--- src/bsf_pkg.sv ---
// ----------------------------------------------------------------------------
// Byte stuffing framer package
// Shared types and constants for the framer's front end, queue and back end.
// ----------------------------------------------------------------------------
package bsf_pkg;

    localparam int BYTE_W    = 8;
    localparam int CFG_IDX_W = 1;

    // Configuration register indexes.
    localparam logic [CFG_IDX_W-1:0] CFG_FLAG   = 1'b0;
    localparam logic [CFG_IDX_W-1:0] CFG_ESCAPE = 1'b1;

    localparam logic [BYTE_W-1:0] FLAG_RESET   = 8'd36;
    localparam logic [BYTE_W-1:0] ESCAPE_RESET = 8'd47;

    // Output stream packing widths.
    localparam int OUT_DATA_W = 16;
    localparam int OUT_USER_W = 1;

    // One classified input byte, as handed from the front end to the back end.
    typedef struct packed {
        logic [BYTE_W-1:0] data;
        logic              open;
        logic              esc;
        logic              close;
    } bsf_desc_t;

endpackage

--- src/byte_stuff_framer_with_parity_core.sv ---
// ----------------------------------------------------------------------------
// Byte stuffing framer with parity
// Wraps payload bytes in flag bytes, escapes flag and escape values, and
// reports the XOR parity of each stuffed frame with its closing flag.
// ----------------------------------------------------------------------------
//
//  Channel   Direction  Beat carries
//  s_*       in         payload byte, tlast marks the last byte of a frame
//  m_*       out        stuffed byte, frame parity, closing-flag mark
//  cfg_*     in         register index and value (0 flag, 1 escape)
//
//  The back end sends one output beat per cycle unless stalled, so an input
//  byte gives one to four beats: the data, plus one each for an opening
//  flag, an escape and a closing flag. A byte is registered in the queue
//  and then in the output register. The queue of QUEUE_DEPTH entries lets
//  the input side keep accepting while the output is stalled. After reset
//  the flag is 36 and the escape 47; the configuration port is always ready.
//
module byte_stuff_framer_with_parity_core
    import bsf_pkg::*;
#(
    parameter int QUEUE_DEPTH = 2
)
(
    input  logic                  clk,
    input  logic                  rst_n,
    input  logic                  s_tvalid,
    output logic                  s_tready,
    input  logic [7:0]            s_tdata,      // [7:0] payload_byte
    input  logic                  s_tlast,
    output logic                  m_tvalid,
    input  logic                  m_tready,
    output logic [OUT_DATA_W-1:0] m_tdata,      // [7:0] out_byte, [8] frame_parity
    output logic                  m_tlast,
    output logic [OUT_USER_W-1:0] m_tuser,      // [0] frame_closed
    input  logic                  cfg_valid,
    output logic                  cfg_ready,
    input  logic [CFG_IDX_W-1:0]  cfg_index,
    input  logic [7:0]            cfg_data
);

    logic [BYTE_W-1:0] flag_reg;
    logic [BYTE_W-1:0] flag_next;
    logic [BYTE_W-1:0] escape_reg;
    logic [BYTE_W-1:0] escape_next;

    logic      q_full;
    logic      push;
    logic      pop;
    logic      head_valid;
    bsf_desc_t wr_desc;
    bsf_desc_t head;

    assign cfg_ready = 1'b1;

    always_comb
    begin
        flag_next   = flag_reg;
        escape_next = escape_reg;
        if (cfg_valid)
        begin
            unique case (cfg_index)
                CFG_FLAG:   flag_next   = cfg_data;
                CFG_ESCAPE: escape_next = cfg_data;
                default:    flag_next   = flag_reg;
            endcase
        end
    end

    always_ff @(posedge clk or negedge rst_n)
    begin
        if (!rst_n)
        begin
            flag_reg   <= FLAG_RESET;
            escape_reg <= ESCAPE_RESET;
        end
        else
        begin
            flag_reg   <= flag_next;
            escape_reg <= escape_next;
        end
    end

    bsf_front u_front (
        .clk         (clk),
        .rst_n       (rst_n),
        .s_tvalid    (s_tvalid),
        .s_tready    (s_tready),
        .s_tdata     (s_tdata),
        .s_tlast     (s_tlast),
        .flag_byte   (flag_reg),
        .escape_byte (escape_reg),
        .q_full      (q_full),
        .push        (push),
        .desc        (wr_desc)
    );

    bsf_queue #(
        .DEPTH (QUEUE_DEPTH)
    ) u_queue (
        .clk      (clk),
        .rst_n    (rst_n),
        .push     (push),
        .wr_desc  (wr_desc),
        .pop      (pop),
        .rd_desc  (head),
        .rd_valid (head_valid),
        .full     (q_full)
    );

    bsf_back u_back (
        .clk         (clk),
        .rst_n       (rst_n),
        .head        (head),
        .head_valid  (head_valid),
        .pop         (pop),
        .flag_byte   (flag_reg),
        .escape_byte (escape_reg),
        .m_tvalid    (m_tvalid),
        .m_tready    (m_tready),
        .m_tdata     (m_tdata),
        .m_tlast     (m_tlast),
        .m_tuser     (m_tuser)
    );

endmodule

--- src/bsf_front.sv ---
// ----------------------------------------------------------------------------
// Byte stuffing framer front end
// Accepts payload beats, tracks frame position and decides which of the
// opening flag, escape and closing flag each byte needs.
// ----------------------------------------------------------------------------
module bsf_front
    import bsf_pkg::*;
(
    input  logic              clk,
    input  logic              rst_n,
    input  logic              s_tvalid,
    output logic              s_tready,
    input  logic [BYTE_W-1:0] s_tdata,
    input  logic              s_tlast,
    input  logic [BYTE_W-1:0] flag_byte,
    input  logic [BYTE_W-1:0] escape_byte,
    input  logic              q_full,
    output logic              push,
    output bsf_desc_t         desc
);

    logic inside_reg;
    logic inside_next;

    assign s_tready = !q_full;
    assign push     = s_tvalid && s_tready;

    always_comb
    begin
        desc.data  = s_tdata;
        desc.open  = !inside_reg;
        // A byte matching both registers still gets just one escape.
        desc.esc   = (s_tdata == flag_byte) || (s_tdata == escape_byte);
        desc.close = s_tlast;
    end

    always_comb
    begin
        inside_next = inside_reg;
        if (push)
        begin
            inside_next = !s_tlast;
        end
    end

    always_ff @(posedge clk or negedge rst_n)
    begin
        if (!rst_n)
        begin
            inside_reg <= 1'b0;
        end
        else
        begin
            inside_reg <= inside_next;
        end
    end

endmodule

--- src/bsf_queue.sv ---
// ----------------------------------------------------------------------------
// Byte stuffing framer queue
// Small first-in first-out store of classified bytes between the two halves.
// ----------------------------------------------------------------------------
module bsf_queue
    import bsf_pkg::*;
#(
    parameter int DEPTH = 2
)
(
    input  logic      clk,
    input  logic      rst_n,
    input  logic      push,
    input  bsf_desc_t wr_desc,
    input  logic      pop,
    output bsf_desc_t rd_desc,
    output logic      rd_valid,
    output logic      full
);

    localparam int AW = (DEPTH > 1) ? $clog2(DEPTH) : 1;
    localparam int CW = $clog2(DEPTH + 1);

    bsf_desc_t         mem [DEPTH];
    logic [AW-1:0]     wr_ptr_reg;
    logic [AW-1:0]     wr_ptr_next;
    logic [AW-1:0]     rd_ptr_reg;
    logic [AW-1:0]     rd_ptr_next;
    logic [CW-1:0]     count_reg;
    logic [CW-1:0]     count_next;

    assign full     = (count_reg == CW'(DEPTH));
    assign rd_valid = (count_reg != '0);
    assign rd_desc  = mem[rd_ptr_reg];

    always_comb
    begin
        wr_ptr_next = wr_ptr_reg;
        rd_ptr_next = rd_ptr_reg;
        count_next  = count_reg;
        if (push)
        begin
            wr_ptr_next = (wr_ptr_reg == AW'(DEPTH - 1)) ? '0 : wr_ptr_reg + 1'b1;
        end
        if (pop)
        begin
            rd_ptr_next = (rd_ptr_reg == AW'(DEPTH - 1)) ? '0 : rd_ptr_reg + 1'b1;
        end
        if (push && !pop)
        begin
            count_next = count_reg + 1'b1;
        end
        else if (pop && !push)
        begin
            count_next = count_reg - 1'b1;
        end
    end

    always_ff @(posedge clk or negedge rst_n)
    begin
        if (!rst_n)
        begin
            wr_ptr_reg <= '0;
            rd_ptr_reg <= '0;
            count_reg  <= '0;
        end
        else
        begin
            wr_ptr_reg <= wr_ptr_next;
            rd_ptr_reg <= rd_ptr_next;
            count_reg  <= count_next;
        end
    end

    always_ff @(posedge clk)
    begin
        if (push)
        begin
            mem[wr_ptr_reg] <= wr_desc;
        end
    end

endmodule

--- src/bsf_back.sv ---
// ----------------------------------------------------------------------------
// Byte stuffing framer back end
// Emits the opening flag, escape, data byte and closing flag of each queued
// byte, one beat per cycle unless stalled, and keeps running frame parity.
// ----------------------------------------------------------------------------
module bsf_back
    import bsf_pkg::*;
(
    input  logic                  clk,
    input  logic                  rst_n,
    input  bsf_desc_t             head,
    input  logic                  head_valid,
    output logic                  pop,
    input  logic [BYTE_W-1:0]     flag_byte,
    input  logic [BYTE_W-1:0]     escape_byte,
    output logic                  m_tvalid,
    input  logic                  m_tready,
    output logic [OUT_DATA_W-1:0] m_tdata,
    output logic                  m_tlast,
    output logic [OUT_USER_W-1:0] m_tuser
);

    // Bit positions of the pending step mask.
    localparam int STEP_OPEN  = 0;
    localparam int STEP_ESC   = 1;
    localparam int STEP_DATA  = 2;
    localparam int STEP_CLOSE = 3;

    logic              cur_valid_reg;
    logic              cur_valid_next;
    logic [3:0]        rem_reg;
    logic [BYTE_W-1:0] data_reg;
    logic              par_reg;
    logic              par_next;

    logic                  m_tvalid_reg;
    logic                  m_tvalid_next;
    logic [BYTE_W-1:0]     out_byte_reg;
    logic                  out_last_reg;
    logic                  out_closed_reg;
    logic                  out_par_reg;

    logic [3:0]        src_rem;
    logic [BYTE_W-1:0] src_data;
    logic [3:0]        step;
    logic [3:0]        rem_after;
    logic [BYTE_W-1:0] emit_byte;
    logic              out_free;
    logic              fire;
    logic              closing;
    logic              new_par;

    always_comb
    begin
        src_rem  = cur_valid_reg ? rem_reg
                                 : {head.close, 1'b1, head.esc, head.open};
        src_data = cur_valid_reg ? data_reg : head.data;
        out_free = !m_tvalid_reg || m_tready;
        fire     = (cur_valid_reg || head_valid) && out_free;
        pop      = fire && !cur_valid_reg;

        // The lowest pending step goes out first.
        step      = '0;
        emit_byte = flag_byte;
        priority if (src_rem[STEP_OPEN])
        begin
            step[STEP_OPEN] = 1'b1;
            emit_byte       = flag_byte;
        end
        else if (src_rem[STEP_ESC])
        begin
            step[STEP_ESC] = 1'b1;
            emit_byte      = escape_byte;
        end
        else if (src_rem[STEP_DATA])
        begin
            step[STEP_DATA] = 1'b1;
            emit_byte       = src_data;
        end
        else
        begin
            step[STEP_CLOSE] = 1'b1;
            emit_byte        = flag_byte;
        end

        rem_after = src_rem & ~step;
        closing   = step[STEP_CLOSE];
        new_par   = (step[STEP_OPEN] ? 1'b0 : par_reg) ^ (^emit_byte);
    end

    always_comb
    begin
        cur_valid_next = cur_valid_reg;
        par_next       = par_reg;
        m_tvalid_next  = m_tvalid_reg;
        if (fire)
        begin
            cur_valid_next = (rem_after != '0);
            par_next       = closing ? 1'b0 : new_par;
            m_tvalid_next  = 1'b1;
        end
        else if (m_tready)
        begin
            m_tvalid_next = 1'b0;
        end
    end

    always_ff @(posedge clk or negedge rst_n)
    begin
        if (!rst_n)
        begin
            cur_valid_reg <= 1'b0;
            par_reg       <= 1'b0;
            m_tvalid_reg  <= 1'b0;
        end
        else
        begin
            cur_valid_reg <= cur_valid_next;
            par_reg       <= par_next;
            m_tvalid_reg  <= m_tvalid_next;
        end
    end

    always_ff @(posedge clk)
    begin
        if (fire)
        begin
            rem_reg        <= rem_after;
            data_reg       <= src_data;
            out_byte_reg   <= emit_byte;
            out_last_reg   <= (rem_after == '0);
            out_closed_reg <= closing;
            out_par_reg    <= closing & new_par;
        end
    end

    assign m_tvalid = m_tvalid_reg;
    assign m_tdata  = {(OUT_DATA_W - BYTE_W - 1)'(0), out_par_reg, out_byte_reg};
    assign m_tlast  = out_last_reg;
    assign m_tuser  = out_closed_reg;

endmodule

--- config.mk ---
export PLATFORM = sky130hd
export DESIGN_NAME = byte_stuff_framer_with_parity_core
export DESIGN_NICKNAME = d
export VERILOG_FILES = /design/src/bsf_pkg.sv /design/src/byte_stuff_framer_with_parity_core.sv /design/src/bsf_front.sv /design/src/bsf_queue.sv /design/src/bsf_back.sv
export SDC_FILE = /design/constraint.sdc
export NUM_CORES = 1
export LEC_CHECK = 0
export BUFFER_PORTS_ARGS = -buffer_cell sky130_fd_sc_hd__buf_2
export CAP_MARGIN = 25
export CORE_MARGIN = 4
export CORE_UTILIZATION = 30
export CTS_CLUSTER_DIAMETER = 200
export DETAILED_ROUTE_END_ITERATION = 16
export REMOVE_ABC_BUFFERS = 1
export SYNTH_ARGS = -nofsm -noshare
export SYNTH_HDL_FRONTEND = slang
export SYNTH_SLANG_ARGS = --single-unit
--- constraint.sdc ---
create_clock -name clk -period 3.3 [get_ports clk]
set_clock_uncertainty 0.2 [all_clocks]
set_input_delay 0.33 -clock clk [delete_from_list [all_inputs] [get_ports clk]]
set_output_delay 0.33 -clock clk [all_outputs]
set_load 0.005 [all_outputs]
# [Word-level counts from Yosys, hierarchy flattened]
# Memories as Yosys holds them, arrays and structs flattened.
# Index checks and enable logic that the tools add are counted.
[op_classes] n_eq_ne=3 reduce_logical=23 addsub=4 n_bitwise=5 muxes=21
[op_table] op="two-way mux 8 bit" count=4
[op_table] op="equality test 8 bit" count=2
[op_table] op="two-way mux 1 bit" count=12
[op_table] op="XOR reduction 8 bit" count=1
[op_table] op="zero test 1 bit" count=7
[op_table] op="two-way mux 2 bit" count=3
[op_table] op="nonzero test 2 bit" count=3
[op_table] op="logical AND 1 bit" count=5
[op_table] op="AND 4 bit" count=1
[op_table] op="zero test 4 bit" count=1
[op_table] op="two-way mux 4 bit" count=1
[op_table] op="NOT 4 bit" count=1
[op_table] op="AND reduction 2 bit" count=2
[op_table] op="nonzero test 4 bit" count=1
[op_table] op="logical OR 1 bit" count=3
[op_table] op="two-way mux 3 bit" count=1
[op_table] op="adder 1 bit (second input constant)" count=2
[op_table] op="adder 2 x 1 -> 2 bit (second input constant)" count=1
[op_table] op="equality test 2 bit (second input constant)" count=1
[op_table] op="subtractor 2 x 1 -> 2 bit (second input constant)" count=1
[op_table] op="AND 1 bit" count=1
[op_table] op="NOT 1 bit" count=1
[op_table] op="XOR 1 bit" count=1
[totals] input_bits=23 reg_bits=47 n_memories=1 elab_cells=72 mem_bits_rw=22 output_inout_bits=21
[mem_list] name="u_queue.mem" words=2 word_bits=11 read_ports=1 rd_ports_with_merged_regs=0 wr=1 line="bsf_queue.sv:24" source="bsf_desc_t mem [DEPTH];"

# [Depth between registers and ports, before layout]
# An unclocked memory read counts as a cell.
[depth] ltp_word=8 ltp_mapped=11 mapped_depth_nobuf=8

# [Cells and area by module]
# A second synthesis with hierarchy kept.
[unflattened] hier_cells=266 area_unflattened_um2=3534.6
[modules_own_cells] mod="bsf_back" n_inst=1 cells_per_inst=143 seq_area_each_um2=735.7 area_per_inst_um2=1567.8
[modules_own_cells] mod="bsf_queue" n_inst=1 cells_per_inst=50 seq_area_each_um2=760.7 area_per_inst_um2=1018.5
[modules_own_cells] mod="byte_stuff_framer_with_parity_core" n_inst=1 cells_per_inst=37 seq_area_each_um2=409.1 area_per_inst_um2=661.9
[modules_own_cells] mod="bsf_front" n_inst=1 cells_per_inst=36 seq_area_each_um2=25.0 area_per_inst_um2=286.5

# [Worst setup path after synthesis]
# Ideal clock, no wire load.
[synth_timing] kind="reg-to-reg" startpoint="register u_back.cur_valid_reg" endpoint="register u_queue.count_reg[1]" t_required_ns=3.021 setup_time_ns=0.079 path_slack_ns=0.417 n_path_buf=3 arrival_time_ns=2.604 period_less_slack_ns=2.883 path_stages_with_launch=12 path_cell_list="dfrtp_1 > buf_2 > clkbuf_1 > clkbuf_1 > nor3_1 > a21o_1 > inv_1 > nand2b_1 > ha_1 > xor2_1 > nor2_1 > xor2_1"
[synth_via] elab_chain_len=6 elab_cells_between_ends=9 classes_between="1 x mux; 8 x reduce/logical"
[synth_rtl] element="start, declared" line="bsf_back.sv:29" source="logic cur_valid_reg;"
[synth_rtl] element="start signal, assigned" line="bsf_back.sv:118" source="cur_valid_reg <= cur_valid_next;"
[synth_rtl] element="logical OR 1 bit (*)" line="bsf_back.sv:59" source="fire = (cur_valid_reg || head_valid) && out_free;"
[synth_rtl] element="logical AND 1 bit (*)" line="bsf_back.sv:59"
[synth_rtl] element="net u_back.fire" line="bsf_back.sv:49" source="logic fire;"
[synth_rtl] element="logical AND 1 bit (*)" line="bsf_back.sv:60" source="pop = fire && !cur_valid_reg;"
[synth_rtl] element="zero test 1 bit" line="bsf_queue.sv:49" source="if (push && !pop)"
[synth_rtl] element="logical AND 1 bit" line="bsf_queue.sv:49"
[synth_rtl] element="two-way mux 2 bit or nonzero test 2 bit (tied branches)"
[synth_rtl] element="end signal, assigned" line="bsf_queue.sv:71" source="count_reg <= count_next;"
[synth_rtl] element="end, declared" line="bsf_queue.sv:29" source="logic [CW-1:0] count_reg;"
# Mark *: on every way through the listed nets, which the timed path passes. The rest lies on a longest branch.
# A chain may end at the register's enable or synchronous reset.

# [Worst setup path after layout]
[layout_timing] startpoint="register u_queue.rd_ptr_reg" endpoint="register u_back.par_reg"
[layout_via] elab_chain_len=8 elab_cells_between_ends=13 classes_between="10 x mux; 1 x bitwise; 1 x reduce/logical; 1 x memory"
[layout_rtl] element="start, declared" line="bsf_queue.sv:27" source="logic [AW-1:0] rd_ptr_reg;"
[layout_rtl] element="start signal, assigned" line="bsf_queue.sv:70" source="rd_ptr_reg <= rd_ptr_next;"
[layout_rtl] element="memory (2 x 11 bit) (*)"
[layout_rtl] element="two-way mux 8 bit" line="bsf_back.sv:57" source="src_data = cur_valid_reg ? data_reg : head.data;"
[layout_rtl] element="two-way mux 8 bit" line="bsf_back.sv:75" source="else if (src_rem[STEP_DATA])"
[layout_rtl] element="two-way mux 8 bit" line="bsf_back.sv:70" source="else if (src_rem[STEP_ESC])"
[layout_rtl] element="two-way mux 8 bit" line="bsf_back.sv:65" source="priority if (src_rem[STEP_OPEN])"
[layout_rtl] element="XOR reduction 8 bit" line="bsf_back.sv:88" source="new_par = (step[STEP_OPEN] ? 1'b0 : par_reg) ^ (^emit_byte);"
[layout_rtl] element="XOR 1 bit" line="bsf_back.sv:88"
[layout_rtl] element="two-way mux 1 bit (*)" line="bsf_back.sv:99" source="par_next = closing ? 1'b0 : new_par;"
[layout_rtl] element="end signal, assigned" line="bsf_back.sv:119" source="par_reg <= par_next;"
[layout_rtl] element="end, declared" line="bsf_back.sv:33" source="logic par_reg;"
# Mark *: on every way between the ends. The rest lies on a longest branch, timed or not.

==> results.md <==
| Item | Value |
|:---|:---|
| Result of the run | finished, final reports clean |
| Nature of the critical path startpoint | flip-flop |
| DRC viols | 0 |
| Maximum number of pins on one net before global-route repair | 25 |
| Number of filler cells placed in the layout | 994 |
| Port Buffer Count | 35 |
| Seq/Total Area, Yosys | 0.6094 |
| Area Overhead vs Synth | 17.69% |
| Peak clock frequency supported by timing | 0.3425 GHz |
| Placer congestion estimate | 0.7804 |
| Worst setup slack for register-to-register paths | 0.38 ns |
| Fin crit share | 0.8848 |
| Clock Power Share | 0.202 |
| Total Die Area | 0.01227 sq mm |
| Area used by multi-input combinational logic | 0.001129 sq mm |
| Part of the power in registers | 0.386 |
| Relative max-transition margin | 0.3830 |
| Sum of negative setup slack | 0 ns |
| Vias in the first global route | 1929 |
| EDFF count, synth | 44 |
| Post-layout utilization of the core | 0.3612 |
| Total power per unit cell area | 1007 mW/mm^2 |
| Number of violations of the max-capacitance limit | 0 |
| Total via count in the routed design | 1985 |
| FFs w/ async S/R, synth | 0.3529 |
| H-Tree Depth | 3 |
| Post-DRT Antenna Nets | 0 |
| Part of the power in combinational logic | 0.412 |
| Vias per Instance | 4.638 |
| Clock period minus worst slack | 2.920 ns |
| WS Path Type | flip-flop to flip-flop |
| Global-route wire length before repair | 10320 microns |
| Net switching power of the design | 1.292 mW |
| Mean cell area of the mapped netlist | 13.09 sq um |
| Die outline width | 110.8 microns |
| Worst slew pin tran | 0.9221 ns |
| Chip Height | 110.8 microns |
| Synthesized area | 0.003168 sq mm |
| Initial drt markers | 108 |
| Final-report setup violation count | 0 |
| Endpoint required time on the critical path | 3.37 ns |
| Root Buffer Master | sky130_fd_sc_hd__clkbuf_8 |
| Top-Level Pins | 44 |
| Post-Syn Instances | 242 |
| Leak Pwr | 1.486 nW |
| Number of clock sinks | 68 |
| Clock transition at the registers of the reported paths | 0.08 ns |
| Final hold violation count | 0 |
| Top flip-flop cell by instance count after synthesis | sky130_fd_sc_hd__edfxtp_1 |
| Detailed-route wire length | 6505 microns |
| First-pass DRT Iterations | 4 |
| Number of antenna repair diodes | 0 |
| Total clock buffers created by CTS | 9 |
| Max clock buf depth | 2 |
| Initial antenna violation count | 0 |
| Kind of path behind the tightest hold check | input pin to flip-flop |
| Overflow left after global routing | 0 |
| Average wire length per cell after detail routing | 15.20 microns |
| Fraction of power spent switching nets | 0.3442 |
| Register Area | 0.001931 sq mm |
| GRT Overall Usage | 0.1086 |
| TritonCTS clock tree | built |
| Nets | 311 |
| Data arrival at the endpoint of the critical path | 2.99 ns |
| Final count of pins violating max slew | 0 |
| Peak supply drop | 359.6 uV |
| Number of placement rows | 37 |
| Worst setup EP type | flip-flop |
| Number of flip-flops under the largest register name | 22 |
| Area of the placeable core | 0.01032 sq mm |
| Number of synthesized register bits | 68 |
| Critical-path maximum fanout | 6 |
| Internal power summed over all cells | 2.461 mW |
| Hpwl dp | 4810 microns |
| Fraction of final layout cells sized beyond drive strength 1 | 0.2842 |
| Number of different library cells in the post-synthesis netlist | 43 |
| Unrepaired setup endpoints after global routing | false |
| Synth Warn # | 0 |
| Post-CTS Repair Setup Buffers | 0 |
| Worst skew pair latency | 0.35 ns |
| Top reg by flops | u_queue.mem |
| Initial core utilization | 0.3069 |
[power groups by stage]
stage / sequential (mW) / combinational (mW) / clock [mW]
2_1_floorplan: 1.48 / 1.07 / 0
3_3_place_gp: 1.46 / 1.52 / 0
3_5_place_dp: 1.46 / 1.55 / 0
4_1_cts: 1.45 / 1.56 / 0.771
5_1_grt: 1.48 / 1.72 / 0.807
6_report: 1.45 / 1.55 / 0.757
[cells in the final DEF (no fill, tap or decap), types with 2 or more instances in the layout]
| cell type | Yosys | final |
|---|---|---|
| sky130_fd_sc_hd__edfxtp_1 | 44 | 44 |
| sky130_fd_sc_hd__buf_2 | 3 | 35 |
| sky130_fd_sc_hd__nand2_1 | 22 | 22 |
| sky130_fd_sc_hd__xnor2_1 | 20 | 20 |
| sky130_fd_sc_hd__mux2_2 | 18 | 18 |
| sky130_fd_sc_hd__dfrtp_1 | 17 | 17 |
| sky130_fd_sc_hd__mux2i_1 | 11 | 11 |
| sky130_fd_sc_hd__nor2_1 | 11 | 11 |
| sky130_fd_sc_hd__clkbuf_8 | 0 | 11 |
| sky130_fd_sc_hd__inv_1 | 10 | 10 |
| sky130_fd_sc_hd__conb_1 | 2 | 8 |
| sky130_fd_sc_hd__dfstp_2 | 7 | 7 |
| sky130_fd_sc_hd__o21ai_1 | 6 | 6 |
| sky130_fd_sc_hd__a32o_1 | 6 | 6 |
| sky130_fd_sc_hd__buf_4 | 9 | 6 |
| sky130_fd_sc_hd__o21bai_1 | 5 | 5 |
| sky130_fd_sc_hd__o21ai_0 | 4 | 4 |
| sky130_fd_sc_hd__nand4_1 | 4 | 4 |
| sky130_fd_sc_hd__nor2b_1 | 3 | 3 |
| sky130_fd_sc_hd__o21a_1 | 3 | 3 |
| sky130_fd_sc_hd__a21oi_1 | 3 | 3 |
| sky130_fd_sc_hd__or3_1 | 3 | 3 |
| sky130_fd_sc_hd__xor2_1 | 3 | 3 |
| sky130_fd_sc_hd__nand2b_1 | 2 | 2 |
| sky130_fd_sc_hd__a21o_1 | 2 | 2 |
| sky130_fd_sc_hd__a211oi_1 | 2 | 2 |
| sky130_fd_sc_hd__o311ai_1 | 2 | 2 |
| sky130_fd_sc_hd__o211ai_1 | 2 | 2 |
| sky130_fd_sc_hd__dlygate4sd3_1 | 0 | 2 |
[final timing paths]
check                                                from                     endpoint  cells after the start
min in group asynchronous                           rst_n   u_back.par_reg$_DFFE_PN0P_                      2
hold / removal                                cfg_data[6]    escape_reg[6]$_DFFE_PN0P_                      2
setup / recovery           u_queue.rd_ptr_reg$_DFFE_PN0P_   u_back.par_reg$_DFFE_PN0P_                      8
hold reg to reg               u_back.m_tvalid$_DFFE_PN0P_  u_back.m_tvalid$_DFFE_PN0P_                      2
setup reg to reg           u_queue.rd_ptr_reg$_DFFE_PN0P_   u_back.par_reg$_DFFE_PN0P_                      8
max in group asynchronous                           rst_n      flag_reg[4]$_DFFE_PN0P_                      2
[metal layers]
layer	wire (microns)	global-route usage	vias up
li1	-	-	953
met1	3210	0.1507	962
met2	2819	0.1549	57
met3	311	0.02675	13
met4	163	0.05911	0
met5	0	0	-
[cell usage after synthesis (all sizes together) (2+ instances only)]
master / instances / area, sq um
o211ai: 2 / 15.01
mux2: 19 / 214.0
a211oi: 2 / 15.01
o21ai: 10 / 50.05
nand4: 4 / 25.02
dfstp: 7 / 183.9
mux2i: 11 / 110.1
nand2: 22 / 82.58
xnor2: 20 / 175.2
edfxtp: 44 / 1321
xor2: 3 / 26.28
o311ai: 2 / 17.52
inv: 10 / 37.54
nand2b: 2 / 12.51
a21o: 2 / 15.01
o21bai: 5 / 37.54
dfrtp: 17 / 425.4
or3: 3 / 18.77
clkbuf: 3 / 11.26
conb: 2 / 7.510
a32o: 6 / 60.06
o21a: 3 / 22.52
or2: 2 / 12.52
nor2b: 3 / 18.77
nor2: 11 / 41.29
buf: 12 / 82.57
a21oi: 3 / 15.01
[layout make-up]
cell class,count,share of cell area
Sequential cell,68,0.5178
Clock inverter,3,0.01107
Inverter,10,0.01007
Tap cell,136,0.04564
Multi-Input combinational cell,155,0.3027
Timing Repair Buffer,43,0.06443
Clock buffer,13,0.04832
[critical path, stage by stage, from the launching register on]
cell and delay [ns]:
sky130_fd_sc_hd__dfrtp_1 0.39, sky130_fd_sc_hd__mux2_2 0.38, sky130_fd_sc_hd__o21ba_1 0.25, sky130_fd_sc_hd__a32o_1 0.31, sky130_fd_sc_hd__or3_1 0.38, sky130_fd_sc_hd__o311ai_1 0.10
sky130_fd_sc_hd__xor2_1 0.20, sky130_fd_sc_hd__xnor3_1 0.44, sky130_fd_sc_hd__o31ai_2 0.18
[cells by family after synthesis]
group	count (synthesis)	share of synthesized area
xor+xnor	24	0.07070
compound gates	40	0.09242
simple gates	52	0.07741
mux	30	0.1023
buf+inv	25	0.04147
fa+ha+maj	1	0.003949
flops	68	0.6094
other cells	2	0.002371
[stage by stage]
stage | total power [mW] | hold slack (ns) | setup slack (ns) | cell area [sq um] | cells
after floorplan | 2.553 | -0.1656 | 0.2881 | 3097 | 233
after global placement | 2.975 | 0.1515 | 0.4631 | 3487 | 410
after detailed placement | 3.017 | 0.1666 | 0.3832 | 3487 | 410
after CTS | 3.781 | 0.001116 | 0.3740 | 3729 | 428
after global routing | 4.005 | 0.01167 | 0.2134 | 3729 | 428
final | 3.754 | 0.01819 | 0.3801 | 3729 | 428
[what timing repair did]
| action | CTS | global route |
|---|---|---|
| resized for setup | 0 | 0 |
| hold endpoints to repair | 20 | 0 |
| hold buffers | 2 | 0 |
No activity file was read; power rests on OpenSTA's default activity.
